<file path="src/mac_pkg.sv">
// ============================================================================
// mac_pkg
// Shared types and constants for the moving-average crossover detector.
// ============================================================================
package mac_pkg;

    // Sample width and default ring depth
    localparam int SAMPLE_BITS = 16;
    localparam int MAX_WINDOW  = 256;

    // Configuration register widths and reset values
    localparam int FAST_W      = 8;
    localparam int SLOW_W      = 9;
    localparam int CFG_IDX_W   = 8;
    localparam int CFG_DATA_W  = 9;
    localparam logic [FAST_W-1:0] FAST_RESET = FAST_W'(5);
    localparam logic [SLOW_W-1:0] SLOW_RESET = SLOW_W'(20);

    // Register indexes
    localparam logic [CFG_IDX_W-1:0] REG_FAST_LEN = CFG_IDX_W'(0);
    localparam logic [CFG_IDX_W-1:0] REG_SLOW_LEN = CFG_IDX_W'(1);

    // Crossing kinds
    localparam logic CROSS_GOLDEN = 1'b0;
    localparam logic CROSS_DEATH  = 1'b1;

    // Input request
    typedef struct packed {
        logic [SAMPLE_BITS-1:0] sample;
        logic                   first_of_series;
    } t_in;

    // Output request
    typedef struct packed {
        logic [31:0] sample_index;
        logic        cross_kind;
    } t_out;

    // Control carried from the ring access stage to the sum stage
    typedef struct packed {
        logic                   valid;
        logic [SAMPLE_BITS-1:0] sample;
        logic                   sub_fast;
        logic                   sub_slow;
        logic                   upd;
        logic                   chk;
        logic                   restart;
        logic [31:0]            idx;
    } t_s1_ctl;

    // Control carried from the sum stage to the crossing stages
    typedef struct packed {
        logic        valid;
        logic        chk;
        logic        restart;
        logic [31:0] idx;
    } t_s2_ctl;

endpackage

</file>
<file path="src/mac_ring.sv">
// ============================================================================
// mac_ring
// Sample ring: one write port, two registered read ports (read-first).
// ============================================================================
module mac_ring #(
    parameter int DEPTH  = mac_pkg::MAX_WINDOW,
    parameter int ADDR_W = $clog2(mac_pkg::MAX_WINDOW)
) (
    input  logic                            i_clk,
    input  logic                            i_en,
    input  logic                            i_we,
    input  logic [ADDR_W-1:0]               i_waddr,
    input  logic [mac_pkg::SAMPLE_BITS-1:0] i_wdata,
    input  logic [ADDR_W-1:0]               i_raddr_a,
    input  logic [ADDR_W-1:0]               i_raddr_b,
    output logic [mac_pkg::SAMPLE_BITS-1:0] o_rdata_a,
    output logic [mac_pkg::SAMPLE_BITS-1:0] o_rdata_b
);

    logic [mac_pkg::SAMPLE_BITS-1:0] r_mem [DEPTH];
    logic [mac_pkg::SAMPLE_BITS-1:0] r_rdata_a;
    logic [mac_pkg::SAMPLE_BITS-1:0] r_rdata_b;

    // Write port
    always_ff @(posedge i_clk) begin
        if (i_we) begin
            r_mem[i_waddr] <= i_wdata;
        end
    end

    // Read ports; a read at the write address returns the old entry
    always_ff @(posedge i_clk) begin
        if (i_en) begin
            r_rdata_a <= r_mem[i_raddr_a];
            r_rdata_b <= r_mem[i_raddr_b];
        end
    end

    assign o_rdata_a = r_rdata_a;
    assign o_rdata_b = r_rdata_b;

endmodule

</file>
<file path="config.mk">
export PLATFORM = sky130hd
export DESIGN_NAME = mac_ring
export DESIGN_NICKNAME = d
export VERILOG_FILES = /design/src/mac_pkg.sv /design/src/mac_ring.sv
export SDC_FILE = /design/constraint.sdc
export NUM_CORES = 2
export LEC_CHECK = 0
export BUFFER_PORTS_ARGS = -buffer_cell sky130_fd_sc_hd__buf_2
export CAP_MARGIN = 40
export CORE_ASPECT_RATIO = 1.5
export CORE_MARGIN = 2
export CORE_UTILIZATION = 43
export DETAILED_ROUTE_END_ITERATION = 8
export RECOVER_POWER = 50
export REMOVE_ABC_BUFFERS = 1
export SLEW_MARGIN = 20
export SYNTH_ARGS = -nofsm -noshare
export SYNTH_HDL_FRONTEND = slang
export SYNTH_SLANG_ARGS = --single-unit
</file>
<file path="constraint.sdc">
create_clock -name i_clk -period 2.9 [get_ports i_clk]
set_clock_uncertainty 0.15 [all_clocks]
set_input_delay 0.58 -clock i_clk [delete_from_list [all_inputs] [get_ports i_clk]]
set_output_delay 0.58 -clock i_clk [all_outputs]
set_load 0.02 [all_outputs]
</file>
==> summary.txt <==
Run status
  – Status: finished with violations
  – Failing checks: max-capacitance violations, max-slew violations, negative setup slack

Clocking
  – H-Tree Depth: 5
  – Clock Pin Slew Worst Setup and Hold Paths: 0.07 ns
  – Max clock buf depth: 4
  – Clk_lat worst skew: 1.02 ns
  – Clock sinks: 4128
  – Root buf cell: clkbuf_16
  – TritonCTS Buffers: 392
  – CTS tree: built

Finish
  – Commonest non-fill, non-tap cells in the layout: edfxtp_1, mux4_2, buf_4
  – Commonest non-fill, non-tap cell in the layout: edfxtp_1
  – Final Core Density: 52.2%
  – Area delta synth->final: 21.1%
  – Post-route insts no fill: 18100
  – Share of layout cells above drive strength 1: 39.4%
  – Fin area: 232000 um2
  – Layout Nets: 11900

GRT
  – Initial antenna violation count: 77
  – Pin count of the biggest net entering global routing: 91
  – Vias in the first global route: 123000
  – First-pass GRT wire length: 1000000 um
  – GRT Total Usage: 32.4%
  – Grt ovf: 0

Job
  – Number of max-cap violations: 25

Yosys
  – Post-synth EDFFs: 4128
  – Yosys warning count: 0
  – Mapped cell area: 192000 um2
  – Async S/R FF share, synth: 0%
  – Register area share after synthesis: 64.6%
  – Cell variety after synth: 58
  – Post-synthesis register bit count: 4128
  – Predominant post-synthesis flop cell: edfxtp_1
  – Mean Syn Cell Area: 18.9 um2
  – Mapped Cells: 10100

Floorplanning
  – FP Rows: 300
  – Die Span X: 549 um
  – # IOs: 75
  – Die height: 822 um
  – Starting density of the core: 43.1%
  – Die area: 452000 um2
  – Core area: 445000 um2

Route
  – First drt pass iteration count: 6
  – Wire per inst: 41.2 um
  – Final ANT Viol Nets: 0
  – Via density: 6.76
  – Routed WL: 747000 um
  – Residual DRC: 0
  – Vias: 123000
  – Detailed Route Iter0 Violations: 16200

Setup path
  – Reg2Reg Setup Slack: -0.05 ns
  – CP Max Fanout: 30
  – Critical path launch point type: primary input
  – Critical path data arrival time: 3.61 ns
  – Critical Path End Type: flip-flop
  – Req. time, crit path: 3.49 ns
  – Crit Path Category: primary input to flip-flop

Timing
  – Slew HR: -88.5%
  – FMAX: 0.331 GHz
  – # setup viols final: 264
  – Post-layout min period: 3.02 ns
  – Worst setup margin: -0.119 ns
  – Hold Vio Cnt, Final: 0
  – Worst-Margin Slew: 2.83 ns
  – Max-slew violations: 851
  – Hold_ws: 0.235 ns
  – Total negative slack: -9.04 ns
  – Post-route clock period utilization: 104%
  – RSZ-0062 raised after global routing: yes

Pwr
  – Leakage power: 76.9 nW
  – PnR Total Power: 135 mW
  – PwrDens: 581 nW/um2
  – Peak supply drop: 459 uV

Place
  – DP Wirelength: 515000 um
  – IO Port Bufs: 74
  – DP Cell Count: 17200
  – Post-place instance area: 217000 um2
  – RePlAce Congestion: 1.00
  – Pre-CTS setup slack: -1.93 ns

Worst hold path
  – Hold WC Path Type: primary input to flip-flop
## registers in the layout, summed over array words and instances (netlist names)
name	cells
o_rdata_a	16
o_rdata_b	16
r_mem	4096
## metal layers
metal | vias up | GRT usage (%) | part of all wire (%)
li1 | 47500 | - | -
met4 | 36 | 27.3 | 10
met2 | 7888 | 52.7 | 48
met1 | 65100 | 37.6 | 33
met3 | 2059 | 5.41 | 8.7
met5 | - | 0 | 0.032
## kinds of logic after synthesis
logic type / count (synthesis) / synth area share, %
AND/OR/NAND/NOR: 1028 / 2.42
AO/OA/AOI/OAI: 1414 / 5.39
buffers and inverters: 856 / 2.46
flip-flops: 4128 / 64.6
multiplexers: 2709 / 25.1
## cell usage after synthesis, drive strengths merged, types with 4 or more instances
library cell  instances  area, um2
a22o                 55        482
mux2i              1021      10200
inv                   6       22.5
nand2               257        965
and4b                 4       40.0
nor2b                13       81.3
nand4                30        188
a21oi               210       1050
o21bai               11       82.6
edfxtp             4128     124000
nor4                 39        250
a221oi               48        420
nor2                355       1330
buf                 467       3260
a2111oi              39        348
o311ai               12        105
o211ai               59        443
o31ai                27        203
clkbuf              383       1440
o22ai               284       1800
nand2b               11       68.8
o221ai              418       3660
nor3                185        926
a211oi               25        203
and3                 18        113
and4                 12        105
a211o                26        228
mux4               1688      38000
or2                   4       25.0
o21ai                74        370
a22oi               119        893
nand3                83        415
## report_power, final
group	switching [mW]	internal [mW]
sequential	0.243	65.8
clock	23.7	31.3
combinational	8.29	5.65
total	32.2	103
## cell type report
class / count / area [um2]
Fill cell: 35200 / 212000
Sequential cell: 4128 / 124000
Multi-Input combinational cell: 5151 / 65300
Timing Repair Buffer: 2155 / 22000
Clock buffer: 457 / 10200
Tap cell: 5889 / 7370
Clock inverter: 262 / 3140
Antenna cell: 81 / 203
Inverter: 6 / 41.3
## critical path: stages
cell,delay [ns]
buf_16,0.15
buf_4,0.19
nand2_4,0.07
buf_12,0.17
buf_4,0.32
buf_12,0.28
buf_4,0.31
o221ai_1,0.22
o22ai_1,0.25
buf_4,0.22
a22oi_1,0.08
buf_4,0.13
and4_4,0.27
and3_4,0.21
## path summary, 6_finish.rpt
kind	cells after the start	endpoint	start
setup / recovery	14	o_rdata_a[4]	i_raddr_a[1]
hold / removal	3	r_mem[167][2]	i_waddr[1]
setup reg to reg	8	o_rdata_a[5]	r_mem[187][5]
hold reg to reg	6	o_rdata_b[14]	r_mem[130][14]
## what timing repair did
| action | 4_1_cts | 5_1_grt |
|---|---|---|
| hold buffers | 15 | 0 |
| hold endpoints to repair | 554 | 0 |
| buffers inserted | 31 | 75 |
| gates resized for setup | 180 | 221 |
| cloned | 5 | 11 |
| pin swaps | 35 | 48 |
| setup endpoints to repair | 33 | 33 |
Power figures use the tool's default switching activity.
