### src/mac_pkg.sv
// ============================================================================
// mac_pkg
// Shared types and constants for the moving-average crossover detector.
// ============================================================================
package mac_pkg;

    // Sample width and default ring depth
    localparam int SAMPLE_BITS = 16;
    localparam int MAX_WINDOW  = 256;

    // Configuration register widths and reset values
    localparam int FAST_W      = 8;
    localparam int SLOW_W      = 9;
    localparam int CFG_IDX_W   = 8;
    localparam int CFG_DATA_W  = 9;
    localparam logic [FAST_W-1:0] FAST_RESET = FAST_W'(5);
    localparam logic [SLOW_W-1:0] SLOW_RESET = SLOW_W'(20);

    // Register indexes
    localparam logic [CFG_IDX_W-1:0] REG_FAST_LEN = CFG_IDX_W'(0);
    localparam logic [CFG_IDX_W-1:0] REG_SLOW_LEN = CFG_IDX_W'(1);

    // Crossing kinds
    localparam logic CROSS_GOLDEN = 1'b0;
    localparam logic CROSS_DEATH  = 1'b1;

    // Input request
    typedef struct packed {
        logic [SAMPLE_BITS-1:0] sample;
        logic                   first_of_series;
    } t_in;

    // Output request
    typedef struct packed {
        logic [31:0] sample_index;
        logic        cross_kind;
    } t_out;

    // Control carried from the ring access stage to the sum stage
    typedef struct packed {
        logic                   valid;
        logic [SAMPLE_BITS-1:0] sample;
        logic                   sub_fast;
        logic                   sub_slow;
        logic                   upd;
        logic                   chk;
        logic                   restart;
        logic [31:0]            idx;
    } t_s1_ctl;

    // Control carried from the sum stage to the crossing stages
    typedef struct packed {
        logic        valid;
        logic        chk;
        logic        restart;
        logic [31:0] idx;
    } t_s2_ctl;

endpackage

### src/mac_cross.sv
// ============================================================================
// mac_cross
// Cross-multiplied average compare, sign history and output register.
// ============================================================================
module mac_cross #(
    parameter int SUM_W = mac_pkg::SAMPLE_BITS + $clog2(mac_pkg::MAX_WINDOW)
) (
    input  logic                       i_clk,
    input  logic                       i_rst_n,
    input  mac_pkg::t_s2_ctl           i_ctl,
    input  logic [SUM_W-1:0]           i_fast_sum,
    input  logic [SUM_W-1:0]           i_slow_sum,
    input  logic [mac_pkg::FAST_W-1:0] i_fast_win,
    input  logic [mac_pkg::SLOW_W-1:0] i_slow_win,
    input  logic                       i_out_stall,
    output logic                       o_hold,
    output logic                       o_out_valid,
    output mac_pkg::t_out              o_out_data
);

    localparam int PROD_W = SUM_W + mac_pkg::SLOW_W;

    localparam logic [1:0] SIGN_ZERO = 2'b00;
    localparam logic [1:0] SIGN_POS  = 2'b01;
    localparam logic [1:0] SIGN_NEG  = 2'b10;

    mac_pkg::t_s2_ctl r_s3;
    logic [PROD_W-1:0] r_prod_a;
    logic [PROD_W-1:0] r_prod_b;
    logic [1:0]        r_prev_sign;
    logic              r_sign_valid;
    logic              r_out_valid;
    mac_pkg::t_out     r_out_data;

    logic       en;
    logic [1:0] cur_sign;
    logic [1:0] prev_eff;
    logic       sv_eff;
    logic       emit;

    // Stage 2: fast sum times slow length and slow sum times fast length
    always_ff @(posedge i_clk) begin
        if (!i_rst_n) begin
            r_s3 <= '0;
        end else if (en) begin
            r_s3 <= i_ctl;
        end
    end

    always_ff @(posedge i_clk) begin
        if (en) begin
            r_prod_a <= PROD_W'(i_fast_sum) * PROD_W'(i_slow_win);
            r_prod_b <= PROD_W'(i_slow_sum) * PROD_W'(i_fast_win);
        end
    end

    // Stage 3: sign of the average difference and crossing test
    always_comb begin
        if (r_prod_a > r_prod_b) begin
            cur_sign = SIGN_POS;
        end else if (r_prod_a < r_prod_b) begin
            cur_sign = SIGN_NEG;
        end else begin
            cur_sign = SIGN_ZERO;
        end
        prev_eff = r_s3.restart ? SIGN_ZERO : r_prev_sign;
        sv_eff   = r_s3.restart ? 1'b0 : r_sign_valid;
        emit     = r_s3.valid && r_s3.chk && sv_eff &&
                   ((prev_eff != SIGN_POS && cur_sign == SIGN_POS) ||
                    (prev_eff != SIGN_NEG && cur_sign == SIGN_NEG));
    end

    // Freeze only when a crossing has nowhere to go
    assign o_hold = r_out_valid && i_out_stall && emit;
    assign en     = !o_hold;

    // Sign history
    always_ff @(posedge i_clk) begin
        if (!i_rst_n) begin
            r_prev_sign  <= SIGN_ZERO;
            r_sign_valid <= 1'b0;
        end else if (en && r_s3.valid) begin
            if (r_s3.chk) begin
                r_prev_sign  <= cur_sign;
                r_sign_valid <= 1'b1;
            end else if (r_s3.restart) begin
                r_prev_sign  <= SIGN_ZERO;
                r_sign_valid <= 1'b0;
            end
        end
    end

    // Output register
    always_ff @(posedge i_clk) begin
        if (!i_rst_n) begin
            r_out_valid <= 1'b0;
        end else if (!r_out_valid || !i_out_stall) begin
            r_out_valid <= emit;
        end
    end

    always_ff @(posedge i_clk) begin
        if ((!r_out_valid || !i_out_stall) && emit) begin
            r_out_data.sample_index <= r_s3.idx;
            r_out_data.cross_kind   <= (cur_sign == SIGN_NEG) ? mac_pkg::CROSS_DEATH
                                                              : mac_pkg::CROSS_GOLDEN;
        end
    end

    assign o_out_valid = r_out_valid;
    assign o_out_data  = r_out_data;

endmodule

### config.mk
export PLATFORM = sky130hd
export DESIGN_NAME = mac_cross
export DESIGN_NICKNAME = d
export VERILOG_FILES = /design/src/mac_pkg.sv /design/src/mac_cross.sv
export SDC_FILE = /design/constraint.sdc
export NUM_CORES = 1
export LEC_CHECK = 0
export BUFFER_PORTS_ARGS = -buffer_cell sky130_fd_sc_hd__buf_4
export CAP_MARGIN = 10
export CORE_MARGIN = 4
export CORE_UTILIZATION = 65
export CTS_CLUSTER_DIAMETER = 40
export DETAILED_ROUTE_END_ITERATION = 12
export HOLD_SLACK_MARGIN = 0.12
export PLACE_DENSITY = 0.89
export SYNTH_ARGS = -nofsm -noshare
export SYNTH_HDL_FRONTEND = slang
export SYNTH_SLANG_ARGS = --single-unit
### constraint.sdc
create_clock -name i_clk -period 18.6 [get_ports i_clk]
set_input_delay 3.72 -clock i_clk [delete_from_list [all_inputs] [get_ports i_clk]]
set_output_delay 3.72 -clock i_clk [all_outputs]
set_load 0.05 [all_outputs]
==> reports/qor.yml <==
status: "finished clean"
p_per_area_mw_per_mm2: 133.1
flops_latches_synth: 137
synth.distinct_cells: 59
worst-endpoint-required_ns: 14.88
stdcell_count: 2260
die_width_um: 172.6
syn_area_mm2: 0.01760
post_drt_via_cell_ratio: 5.714
cell_chain_critical_path: "buf_4, nand2_1, nor3_1, mux2_2, buf_4"
drc: 0
clock_path_buffers: 2
floorplan.die_area_mm2: 0.02978
synthesis.nets: 2333
yosysSeqAreaShare: 0.2115
synth_ff_type: "sky130_fd_sc_hd__edfxtp_1"
final_replace_weighted_congestion: 0.8478
arrival_ns: 5.44
floorplan.initialDensity: 0.6679
cts.clk_slew.worst_paths_ns: 0.07
cap_violations: 0
grt_setup_unrepaired: "no"
grt_antenna_before_repair: 0
cts_htree_levels: 4
maxSlewHeadroom: 0.2372
cts_repair_resize_count: 0
vias_in_the_first_global_route: 14240
setup_viol: 0
top_level_ports: 138
route.antenna.remaining_nets: 0
cts_num_sinks: 137
critPathMaxStageDelay_ns: 0.96
cellLeakagePower_nw: 9.597
timing.critical_path.buf_inv: 2
crit_type: "input port to primary output"
nets: 2439
grt_max_degree: 66
clk-insertion-delay-late_ns: 0.43
placedCellCount: 2228
row_count: 59
via_count: 12910
cts-buffers-inserted: 17
drt-total-wl_um: 36830
cts.root.buffer_cell: "sky130_fd_sc_hd__clkbuf_16"
worstHoldPathType: "flop to flop"
die_height_um: 172.6
cts_tree: "done"
critical_path_s_top_delay_family: "multiplexers"
min_period_over_period: 0.4927
postSynthAreaPerCell_um2: 9.746
tns_ns: 0
clock_skew_ns: 0.01521
detail_route.wl_per_cell_um: 16.30
synth_cells: 1806
post-cts-setup-buffer-count: 0
ir_worst_vdd_v: 0.00009380
hold_violations: 0
drt_pass1_iterations: 6
core_region_area_mm2: 0.02635
cts.hold.buffers_added: 0
kind_of_start_point_of_the_critical_path: "input port"
io_buffer_count: 137
grt_overflow: 0
dr.first_iter.drc_count: 828
number_of_warnings_issued_by_yosys: 0
finalCoreUtilization: 0.7369
flow.area_growth_from_synthesis_pct: 10.34
timing.final.crit_period_ns: 9.165
path_common_cell: "sky130_fd_sc_hd__buf_4"
worst_slew_pin_slew_ns: 1.143
gr-usage-all-layers: 0.2546
antennaDiodeCount: 0
global_route_wire_length_before_repair_um: 63760
max_freq_mhz: 109.1
timing.critical_path.to_type: "primary output"
timing_max_transition_violations_final: 0
share_of_flip_flops_with_an_asynchronous_set_or_reset: 0
path_max_fanout: 39
critical-path-slowest-cell: "sky130_fd_sc_hd__mux2_2"
dp.final_hpwl_um: 28370
post_route_cells_drive_above_1_share: 0.09870
synth-edff-count: 98
-- state kept, by name (all words and copies together), names as in the netlist --
signal,count
r_prod_a,33
o_out_valid,1
r_prev_sign,2
o_out_data,33
r_prod_b,32
r_sign_valid,1
r_s3,35
-- layer usage --
layer  vias to the layer above  global-route usage  share of wire
met1                      6532              0.2963           0.38
met4                         0             0.09481          0.029
met2                       448              0.4773           0.54
met3                       112             0.03755          0.050
li1                       5822                   -              -
met5                         -                   0              0
-- cells in the mapped netlist (8+ instances only) --
master,instances,area (µm²)
sky130_fd_sc_hd__xnor2_1,32,280.3
sky130_fd_sc_hd__o21a_1,8,60.06
sky130_fd_sc_hd__nor2_1,70,262.8
sky130_fd_sc_hd__clkbuf_1,44,165.2
sky130_fd_sc_hd__xor2_1,15,131.4
sky130_fd_sc_hd__inv_1,361,1355
sky130_fd_sc_hd__nand4_1,14,87.58
sky130_fd_sc_hd__ha_1,137,1714
sky130_fd_sc_hd__nand2_1,189,709.4
sky130_fd_sc_hd__and2_1,254,1589
sky130_fd_sc_hd__dfxtp_1,39,780.8
sky130_fd_sc_hd__mux2i_1,32,320.3
sky130_fd_sc_hd__edfxtp_1,98,2943
sky130_fd_sc_hd__nor3_1,12,60.06
sky130_fd_sc_hd__a21o_1,31,232.7
sky130_fd_sc_hd__a21oi_1,50,250.2
sky130_fd_sc_hd__nand3_1,12,60.06
sky130_fd_sc_hd__o21ai_0,31,155.2
sky130_fd_sc_hd__fa_1,287,5746
-- cells by family after synthesis --
kind of cell,after synthesis,share of synthesized area
and+or+nand+nor,581,0.1690
adders and majority gates,424,0.4238
buffers and inverters,413,0.08878
AOI/OAI and AO/OA,171,0.06462
DFF,137,0.2115
xor gates and xnor gates,47,0.02339
muxes,33,0.01884
-- path summary, 6_finish.rpt --
kind | start | to | slack [ns] | cells after the start
hold reg to reg | r_s3[20]$_SDFFE_PN0N_ | o_out_data[21]$_DFFE_PP_ | 0.43 | 0
hold / removal | r_s3[20]$_SDFFE_PN0N_ | o_out_data[21]$_DFFE_PP_ | 0.43 | 0
setup / recovery | i_out_stall | o_hold | 9.44 | 5
setup reg to reg | r_prod_a[31]$_DFFE_PN_ | r_prod_b[30]$_DFFE_PN_ | 14.77 | 9
-- cells in the final DEF, fill, tap and decap left out, types with 5 or more instances in the layout --
master                      Yosys  final
sky130_fd_sc_hd__ha_1         137    137
sky130_fd_sc_hd__xor2_1        15     15
sky130_fd_sc_hd__o21a_1         8      8
sky130_fd_sc_hd__inv_6          0      9
sky130_fd_sc_hd__clkbuf_16      0     17
sky130_fd_sc_hd__edfxtp_1      98     98
sky130_fd_sc_hd__xnor2_1       32     32
sky130_fd_sc_hd__a21boi_0       5      5
sky130_fd_sc_hd__nand4_1       14     14
sky130_fd_sc_hd__mux2i_1       32     32
sky130_fd_sc_hd__a31oi_1        6      6
sky130_fd_sc_hd__fa_1         287    287
sky130_fd_sc_hd__nand2b_1       7      7
sky130_fd_sc_hd__o21ai_0       31     31
sky130_fd_sc_hd__dfxtp_1       39     39
sky130_fd_sc_hd__inv_1        361    360
sky130_fd_sc_hd__nor3_1        12     12
sky130_fd_sc_hd__and2_1       254    254
sky130_fd_sc_hd__nand2_1      189    189
sky130_fd_sc_hd__a21oi_1       50     49
sky130_fd_sc_hd__a21o_1        31     31
sky130_fd_sc_hd__buf_4          3    139
sky130_fd_sc_hd__nor2b_1        7      7
sky130_fd_sc_hd__nor2_1        70     70
sky130_fd_sc_hd__nand3_1       12     12
-- area by class of cell --
class | instances | area (µm²)
fillers | 1752 | 6933
clock inverters | 14 | 121.4
flip-flops and latches | 137 | 3724
well taps | 335 | 419.2
multi-input cells | 1256 | 12320
repair buffers | 139 | 1044
clock buffers | 18 | 439.2
inverters | 361 | 1355
-- metrics by stage --
stage          instance area, µm²  total power (W)  worst slack (ns)  hold slack [ns]
4_1_cts                     19420         0.002599             9.430           0.4259
3_5_place_dp                18860         0.002248             9.448           0.4148
3_3_place_gp                18860         0.002165             9.532           0.4097
2_1_floorplan               17600         0.001859             10.14           0.4080
5_1_grt                     19420         0.002858             9.297           0.4401
6_report                    19420         0.002585             9.435           0.4286
-- power by group --
group          switching [W]  internal [W]
registers          0.0000242      0.000489
clock network       0.000144      0.000180
logic               0.000990      0.000758
No activity file was read; power rests on OpenSTA's default activity.
