$ cat config.mk
export PLATFORM = sky130hd
export DESIGN_NAME = mac_sums
export DESIGN_NICKNAME = d
export VERILOG_FILES = /design/src/mac_pkg.sv /design/src/mac_sums.sv
export SDC_FILE = /design/constraint.sdc
export NUM_CORES = 1
export LEC_CHECK = 0
export BUFFER_PORTS_ARGS = -buffer_cell sky130_fd_sc_hd__buf_2
export CELL_PAD_IN_SITES_DETAIL_PLACEMENT = 0
export CELL_PAD_IN_SITES_GLOBAL_PLACEMENT = 1
export CORE_UTILIZATION = 40
export CTS_CLUSTER_DIAMETER = 50
export DETAILED_ROUTE_END_ITERATION = 8
export PLACE_DENSITY = 0.93
export SLEW_MARGIN = 20
export SYNTH_ARGS = -nofsm -noshare
export SYNTH_HDL_FRONTEND = slang
export SYNTH_SLANG_ARGS = --single-unit
export TNS_END_PERCENT = 100
$ cat constraint.sdc
create_clock -name i_clk -period 4.72 [get_ports i_clk]
set_clock_uncertainty 0.2 [all_clocks]
set_input_delay 0.236 -clock i_clk [delete_from_list [all_inputs] [get_ports i_clk]]
set_output_delay 0.236 -clock i_clk [all_outputs]
set_load 0.01 [all_outputs]
$ cat src/mac_pkg.sv
// ============================================================================
// mac_pkg
// Shared types and constants for the moving-average crossover detector.
// ============================================================================
package mac_pkg;

    // Sample width and default ring depth
    localparam int SAMPLE_BITS = 16;
    localparam int MAX_WINDOW  = 256;

    // Configuration register widths and reset values
    localparam int FAST_W      = 8;
    localparam int SLOW_W      = 9;
    localparam int CFG_IDX_W   = 8;
    localparam int CFG_DATA_W  = 9;
    localparam logic [FAST_W-1:0] FAST_RESET = FAST_W'(5);
    localparam logic [SLOW_W-1:0] SLOW_RESET = SLOW_W'(20);

    // Register indexes
    localparam logic [CFG_IDX_W-1:0] REG_FAST_LEN = CFG_IDX_W'(0);
    localparam logic [CFG_IDX_W-1:0] REG_SLOW_LEN = CFG_IDX_W'(1);

    // Crossing kinds
    localparam logic CROSS_GOLDEN = 1'b0;
    localparam logic CROSS_DEATH  = 1'b1;

    // Input request
    typedef struct packed {
        logic [SAMPLE_BITS-1:0] sample;
        logic                   first_of_series;
    } t_in;

    // Output request
    typedef struct packed {
        logic [31:0] sample_index;
        logic        cross_kind;
    } t_out;

    // Control carried from the ring access stage to the sum stage
    typedef struct packed {
        logic                   valid;
        logic [SAMPLE_BITS-1:0] sample;
        logic                   sub_fast;
        logic                   sub_slow;
        logic                   upd;
        logic                   chk;
        logic                   restart;
        logic [31:0]            idx;
    } t_s1_ctl;

    // Control carried from the sum stage to the crossing stages
    typedef struct packed {
        logic        valid;
        logic        chk;
        logic        restart;
        logic [31:0] idx;
    } t_s2_ctl;

endpackage

$ cat src/mac_sums.sv
// ============================================================================
// mac_sums
// Running fast and slow window sums, updated from the ring read data.
// ============================================================================
module mac_sums #(
    parameter int SUM_W = mac_pkg::SAMPLE_BITS + $clog2(mac_pkg::MAX_WINDOW)
) (
    input  logic                            i_clk,
    input  logic                            i_rst_n,
    input  logic                            i_en,
    input  mac_pkg::t_s1_ctl                i_ctl,
    input  logic [mac_pkg::SAMPLE_BITS-1:0] i_rd_fast,
    input  logic [mac_pkg::SAMPLE_BITS-1:0] i_rd_slow,
    output mac_pkg::t_s2_ctl                o_ctl,
    output logic [SUM_W-1:0]                o_fast_sum,
    output logic [SUM_W-1:0]                o_slow_sum
);

    logic [SUM_W-1:0] r_fast_sum;
    logic [SUM_W-1:0] r_slow_sum;
    logic [SUM_W-1:0] n_fast_sum;
    logic [SUM_W-1:0] n_slow_sum;
    logic [SUM_W-1:0] fast_base;
    logic [SUM_W-1:0] slow_base;
    logic [SUM_W-1:0] x_ext;
    logic [SUM_W-1:0] fast_old;
    logic [SUM_W-1:0] slow_old;
    mac_pkg::t_s2_ctl r_ctl;

    // Add the new sample, drop the one leaving each window
    always_comb begin
        fast_base  = i_ctl.restart ? '0 : r_fast_sum;
        slow_base  = i_ctl.restart ? '0 : r_slow_sum;
        x_ext      = SUM_W'(i_ctl.sample);
        fast_old   = i_ctl.sub_fast ? SUM_W'(i_rd_fast) : '0;
        slow_old   = i_ctl.sub_slow ? SUM_W'(i_rd_slow) : '0;
        n_fast_sum = i_ctl.upd ? fast_base + x_ext - fast_old : fast_base;
        n_slow_sum = i_ctl.upd ? slow_base + x_ext - slow_old : slow_base;
    end

    // Sum registers double as the stage output
    always_ff @(posedge i_clk) begin
        if (!i_rst_n) begin
            r_fast_sum <= '0;
            r_slow_sum <= '0;
        end else if (i_en && i_ctl.valid) begin
            r_fast_sum <= n_fast_sum;
            r_slow_sum <= n_slow_sum;
        end
    end

    always_ff @(posedge i_clk) begin
        if (!i_rst_n) begin
            r_ctl <= '0;
        end else if (i_en) begin
            r_ctl.valid   <= i_ctl.valid;
            r_ctl.chk     <= i_ctl.chk;
            r_ctl.restart <= i_ctl.restart;
            r_ctl.idx     <= i_ctl.idx;
        end
    end

    assign o_ctl      = r_ctl;
    assign o_fast_sum = r_fast_sum;
    assign o_slow_sum = r_slow_sum;

endmodule

==> flow_metrics.tcl, run 1 <==
set metrics [dict create \
    status "complete, no violations" \
    grt_max_degree 57 \
    synth_xor_area_share_pct 4.843 \
    p_per_area_nw_per_um2 293.1 \
    finish.cell_count_without_fillers 1259 \
    diodes 0 \
    maxCapViolations 0 \
    synth_nets 1024 \
    final_cell_mix "buf_2, inv_1, nand2_1, dfxtp_1, nand2b_1" \
    endpoint_kind "register" \
    htreeDepth 3 \
    maxSlewViolCount 0 \
    worstSetupPathType "reg -> reg" \
    via_per_inst 5.168 \
    routed_wl_mm 19.69 \
    peakVddDrop_v 0.0001807 \
    synth-seq-area-share_pct 24.18 \
    drive_gt1_share_pct 19.35 \
    final_util_pct 51.06 \
    setup_viol 0 \
    synthSimpleGateAreaFrac_pct 22.34 \
    avgSynthCellArea_um2 8.037 \
    whs_ps 48.10 \
    setup.worst_path.start_class "register" \
    max_freq_ghz 0.2939 \
    design_area_um2 8527 \
    rsz0062_at_grt "false" \
    synth_edf_count 0 \
    ys_types 52 \
    numCtsBuffers 9 \
    arrival_ps 3410 \
    row_count 47 \
    grt_pass1_vias 6302 \
    drt.antenna.violating_nets 0 \
    ios 172 \
    synthFlopType "dfxtp_1" \
    hp-class "in -> reg" \
    start_util_pct 41.14 \
    detail_route.wl_per_cell_um 15.64 \
    dp_cells 1210 \
    root_buffer "clkbuf_16" \
    worstPathMaxFanout 5 \
    clkLatencyLatePin_ps 350 \
    drcViolationCount 0 \
    hpwl_mm 14.48 \
    core_region_area_um2 16700 \
    firstDrtPassIters 6 \
    tightest_slew_ps 1090 \
    tritoncts "yes" \
    synth-async-reset-ratio_pct 0 \
    dieArea_um2 17710 \
    synth_compound_area_share_pct 17.59 \
    fin_crit_ps 3403 \
    cp.required_ps 4730 \
    synth_seq_cells 83 \
    clock_sinks 83 \
    ys_warn_count 0 \
    grt_overflow 0 \
    synth_fa_ha_area_share_pct 18.06 \
    hold_viol_final 0 \
    antenna_found_initial 0 \
    fin_setup_tns_ps 0 \
    mostFrequentLayoutCell "buf_2" \
    drtIter0Drc 377 \
    cts.repair.resized 0 \
    synthCells 855 \
    io_buffers 171 \
    die_w_um 133.1 \
    muxShareOfSynthArea_pct 5.390 \
    nets 1203 \
    dpl_cell_area_um2 7886 \
    track_usage_pct 22.69 \
    slew_headroom_pct 27.33 \
    timing.final.crit_share_pct 72.09 \
    p_leak_nw 4.281 \
    syn-cell-area_um2 6872 \
    cts_buffer_depth 2 \
    vias 6506 \
    die_y_um 133.1 \
    synth_top_family_by_area "simple AND/OR/NAND/NOR gates" \
    area_growth_pct 24.09 \
    grt_pass1_wl_mm 31.75 \
    clk_pin_slew_ps 70 \
    gp_congestion 0.8780 \
]
[layout make-up]
type	instances	area, um^2
well taps	220	275.3
clock inverters	6	71.32
repair buffers	209	1224
inverters	98	367.9
fillers	1629	8174
multi-input cells	633	4688
clock buffers	10	239.0
flip-flops and latches	83	1662
[stage by stage]
step	setup WS, ps	power, mW
final	1317	2.499
after global routing	1111	2.668
after CTS	1323	2.513
after detailed placement	1036	1.727
after global placement	1131	1.715
after floorplan	1275	1.479
[where the power goes]
| group | switching (mW) | internal (mW) |
|---|---|---|
| Clock | 0.322 | 0.430 |
| Sequential | 0.0363 | 0.747 |
| Combinational | 0.544 | 0.420 |
| Total | 0.903 | 1.60 |
[synthesized netlist by cell type (7+ instances only)]
library cell   n  area (um^2)
a211oi_1       7        52.55
a21o_1        17        127.6
a21oi_1       44        220.2
a22oi_1       15        112.6
a31oi_1       11        68.82
and2_1        38        237.7
clkbuf_1      39        146.4
dfxtp_1       83         1662
fa_1          32        640.6
ha_1          48        600.6
inv_1         98        367.9
mux2i_1       37        370.4
nand2_1       85        319.1
nand2b_1      55        344.1
nand3_1        9        45.04
nor2_1        24        90.09
nor2b_1       50        312.8
nor3_1         7        35.03
o21ai_0       49        245.2
xnor2_1       16        140.1
xor2_1        22        192.7
[cell families after synthesis]
family	count (synthesis)
AO/OA/AOI/OAI	188
adder cells (fa/ha/maj)	80
flip-flops	83
buffers and inverters	139
AND/OR/NAND/NOR	290
multiplexers	37
XOR/XNOR	38
[worst paths after layout]
check	end	slack [ps]	depth (start not counted)	start
max	o_slow_sum[20]	1320	11	o_slow_sum[1]
min	o_slow_sum[20]	50	3	i_rst_n
max reg2reg	o_slow_sum[20]	1320	11	o_slow_sum[1]
min reg2reg	o_ctl[34]	280	2	o_ctl[34]
[sequential cells by signal (all words and copies together) (netlist names)]
signal      flops
o_ctl          35
o_fast_sum     24
o_slow_sum     24
[worst max-delay path: stages, from the launching register on]
cell	delay (ps)
dfxtp_1	370
nand2b_1	90
fa_1	510
inv_1	60
fa_1	400
a21o_1	220
a221oi_2	340
o21bai_1	220
or3_1	380
o211ai_1	210
xor2_1	160
a31oi_1	90
[timing repair]
item / 4_1_cts / 5_1_grt
hold buffers: 33 / 0
buffers inserted: 0 / 0
hold endpoints to repair: 33 / 0
[metal layers]
metal,wire (um),share of wire [%],up-vias,GRT usage (%)
li1,-,-,3227,-
met1,9060,46,3031,30.93
met2,8966,46,223,35.72
met3,1301,6.6,25,3.831
met4,361,1.8,0,8.685
met5,0,0,-,0
Power figures use the tool's default switching activity.
==> run 2, diff against run 1 <==
--- a/config.mk
+++ b/config.mk
@@ -5,10 +5,11 @@
 export SDC_FILE = /design/constraint.sdc
 export NUM_CORES = 1
 export LEC_CHECK = 0
+export ABC_AREA = 1
 export BUFFER_PORTS_ARGS = -buffer_cell sky130_fd_sc_hd__buf_2
 export CELL_PAD_IN_SITES_DETAIL_PLACEMENT = 0
 export CELL_PAD_IN_SITES_GLOBAL_PLACEMENT = 1
-export CORE_UTILIZATION = 40
+export CORE_UTILIZATION = 38
 export CTS_CLUSTER_DIAMETER = 50
 export DETAILED_ROUTE_END_ITERATION = 8
 export PLACE_DENSITY = 0.93
==> constraint.sdc (replaced) <==
create_clock -name i_clk -period 3.21 [get_ports i_clk]
set_clock_uncertainty 0.2 [all_clocks]
set_input_delay 0.1605 -clock i_clk [delete_from_list [all_inputs] [get_ports i_clk]]
set_output_delay 0.1605 -clock i_clk [all_outputs]
set_load 0.01 [all_outputs]
==> run 2 against run 1 <==
Effect of this change: cell count grew 47%; clock-buffer cell count is 1 lower; clock power up 52%; power is 60% higher; design area is 15% higher; sequential power is 46% higher; via count rose by 38%; setup slack got worse by 940 ps; largest power group unchanged.
==> flow_metrics.tcl, run 2 <==
set metrics [dict create \
    antenna_found_initial 2 \
    hpwl_mm 19.98 \
    final_cell_mix "nand2_1, inv_1, buf_2, nor2_1, a21oi_1" \
    avgSynthCellArea_um2 5.814 \
    ff_latch_area_um2 1662 \
    arrival_ps 2830 \
    timing.final.crit_share_pct 88.30 \
    area_growth_pct 21.41 \
    row_count 52 \
    hold_viol_final 0 \
    track_usage_pct 24.48 \
    mostFrequentLayoutCell "nand2_1" \
    firstDrtPassIters 5 \
    crit_chain "nand2_1 > fa_1 > inv_1 > ha_1 > nand2_1 > nor2_1 > nand2_1 > nand2_2 > nand2_1 > nand2_1 > nor2_1 > o21ai_0 > a21oi_1" \
    synth-seq-area-share_pct 20.56 \
    drcViolationCount 0 \
    grt_overflow 0 \
    ys_types 32 \
    routed_wl_mm 26.30 \
    whs_ps 40.76 \
    critPathMaxStageDelay_ps 510 \
    synth_seq_cells 83 \
    htreeDepth 3 \
    slew_headroom_pct 37.06 \
    ys_warn_count 0 \
    rsz0062_at_grt "false" \
    tightest_slew_ps 942.7 \
    r2r_slack_ps 380 \
    drtIter0Drc 603 \
    synthFlopType "dfxtp_1" \
    setup_viol 0 \
    grt_max_degree 78 \
    diodes 0 \
    multiInputGateArea_um2 5120 \
    grt_pass1_wl_mm 42.06 \
    crit_family "simple AND/OR/NAND/NOR gates" \
    critPathBufInv 1 \
    p_per_area_nw_per_um2 406.5 \
    gp_congestion 0.9030 \
    cp.required_ps 3210 \
    cp_slowest_cell "fa_1" \
    synth-async-reset-ratio_pct 0 \
    dieArea_um2 21850 \
    drive_gt1_share_pct 14.21 \
    tritoncts "yes" \
    yosys-top-cells-count "nand2_1, inv_1, nor2_1, a21oi_1, dfxtp_1" \
    numCtsBuffers 9 \
    largest_reg_flops 35 \
    io_buffers 171 \
    cts_setup_buffers 0 \
    nets 1740 \
    clkLatencyLatePin_ps 350 \
    detail_route.wl_per_cell_um 14.25 \
    drt.antenna.violating_nets 0 \
    n_fill_cell 2226 \
    synth_nets 1559 \
    grt_pass1_vias 8425 \
    setup.worst_path.start_class "register" \
    die_y_um 147.8 \
    worstPathMaxFanout 5 \
    endpoint_kind "register" \
    die_w_um 147.8 \
    start_util_pct 39.31 \
    yosysMostFrequentCell "nand2_1" \
    root_buffer "clkbuf_16" \
    core_region_area_um2 20560 \
    fin_setup_tns_ps 0 \
    status "complete, no violations" \
    ios 172 \
    syn-cell-area_um2 8082 \
    maxSlewViolCount 0 \
    synth_edf_count 0 \
    vias 8982 \
    synthCells 1390 \
    fin_crit_ps 2835 \
    peakVddDrop_v 0.0002860 \
    synth_top_cell_by_area "nand2_1" \
    finish.cell_count_without_fillers 1846 \
    worstSetupPathType "reg -> reg" \
    maxCapViolations 0 \
    clock_sinks 83 \
    cts_buffer_depth 2 \
    netlist.area_leader.share_pct 20.58 \
    p_leak_nw 5.725 \
    dp_cells 1797 \
    max_freq_ghz 0.3528 \
    via_per_inst 4.866 \
    clk_pin_slew_ps 70 \
    crit_path_frequent_cell "nand2_1" \
    hp-class "in -> reg" \
    synth_area_leaders "nand2_1, dfxtp_1, inv_1" \
]
-- run 2: changes by cell type after synthesis, moves of 14 or more --
cell and delta:
a21o_1 -14, a21oi_1 +57, a22oi_1 -15, and2_1 -38
inv_1 +191, mux2i_1 -37, nand2_1 +358, nand2b_1 -55
nand3_1 +68, nor2_1 +112, nor2b_1 -50, o21ai_0 +20
xnor2_1 -15
-- run 2: layer usage --
| layer | vias up | track usage [%] | wire length [um] |
|---|---|---|---|
| met5 | - | 0 | 12 |
| met4 | 2 | 6.186 | 360 |
| met3 | 25 | 5.185 | 2510 |
| met2 | 342 | 39.48 | 11420 |
| met1 | 4019 | 33.11 | 12000 |
| li1 | 4594 | - | - |
-- run 2: power by group --
group | total [mW] | switching, mW | internal (mW) | leakage (nW)
clock | 1.14 | 0.518 | 0.620 | 0.153
combinational | 1.71 | 1.09 | 0.615 | 4.89
sequential | 1.14 | 0.0472 | 1.10 | 0.684
-- run 2: final timing paths --
check,startpoint,end,depth (start not counted)
max,o_slow_sum[6],o_slow_sum[15],13
min,i_ctl[32],o_fast_sum[23],6
min reg2reg,o_ctl[34],o_ctl[34],2
max reg2reg,o_slow_sum[6],o_slow_sum[15],13
-- run 2: logic make-up after synthesis --
group,after synthesis,synth area share (%)
compound gates,186,11.91
buf+inv,336,16.12
flops,83,20.56
simple gates,694,34.87
fa+ha+maj,80,15.36
xor+xnor,11,1.192
-- run 2: area by class of cell --
type,instances,area share (%)
flip-flops and latches,83,16.93
repair buffers,215,13.19
inverters,291,11.13
clock buffers,9,2.295
clock inverters,7,0.8289
multi-input cells,971,52.18
well taps,270,3.443
-- run 2: tightest hold or removal path: stages --
cell	delay, ps
buf_2	100
nor2_1	60
nor2_1	80
nor2_1	40
nand2_1	50
a21oi_1	50
-- run 2: per-stage QoR --
stage | cell area (um^2) | worst slack [ps] | utilization [%] | power (mW)
after floorplan | 8082 | 219.2 | - | 2.346
after global placement | 9175 | 126.2 | 44.63 | 2.807
after detailed placement | 9175 | 97.96 | 44.63 | 2.819
after CTS | 9812 | 364.9 | 47.72 | 3.999
after global routing | 9812 | 119.2 | 47.72 | 4.275
final | 9812 | 375.4 | 47.72 | 3.989
-- run 2: timing repair --
item | in CTS | in global routing
gates resized for setup | 0 | 0
hold endpoints to repair | 33 | 0
hold buffers | 33 | 0
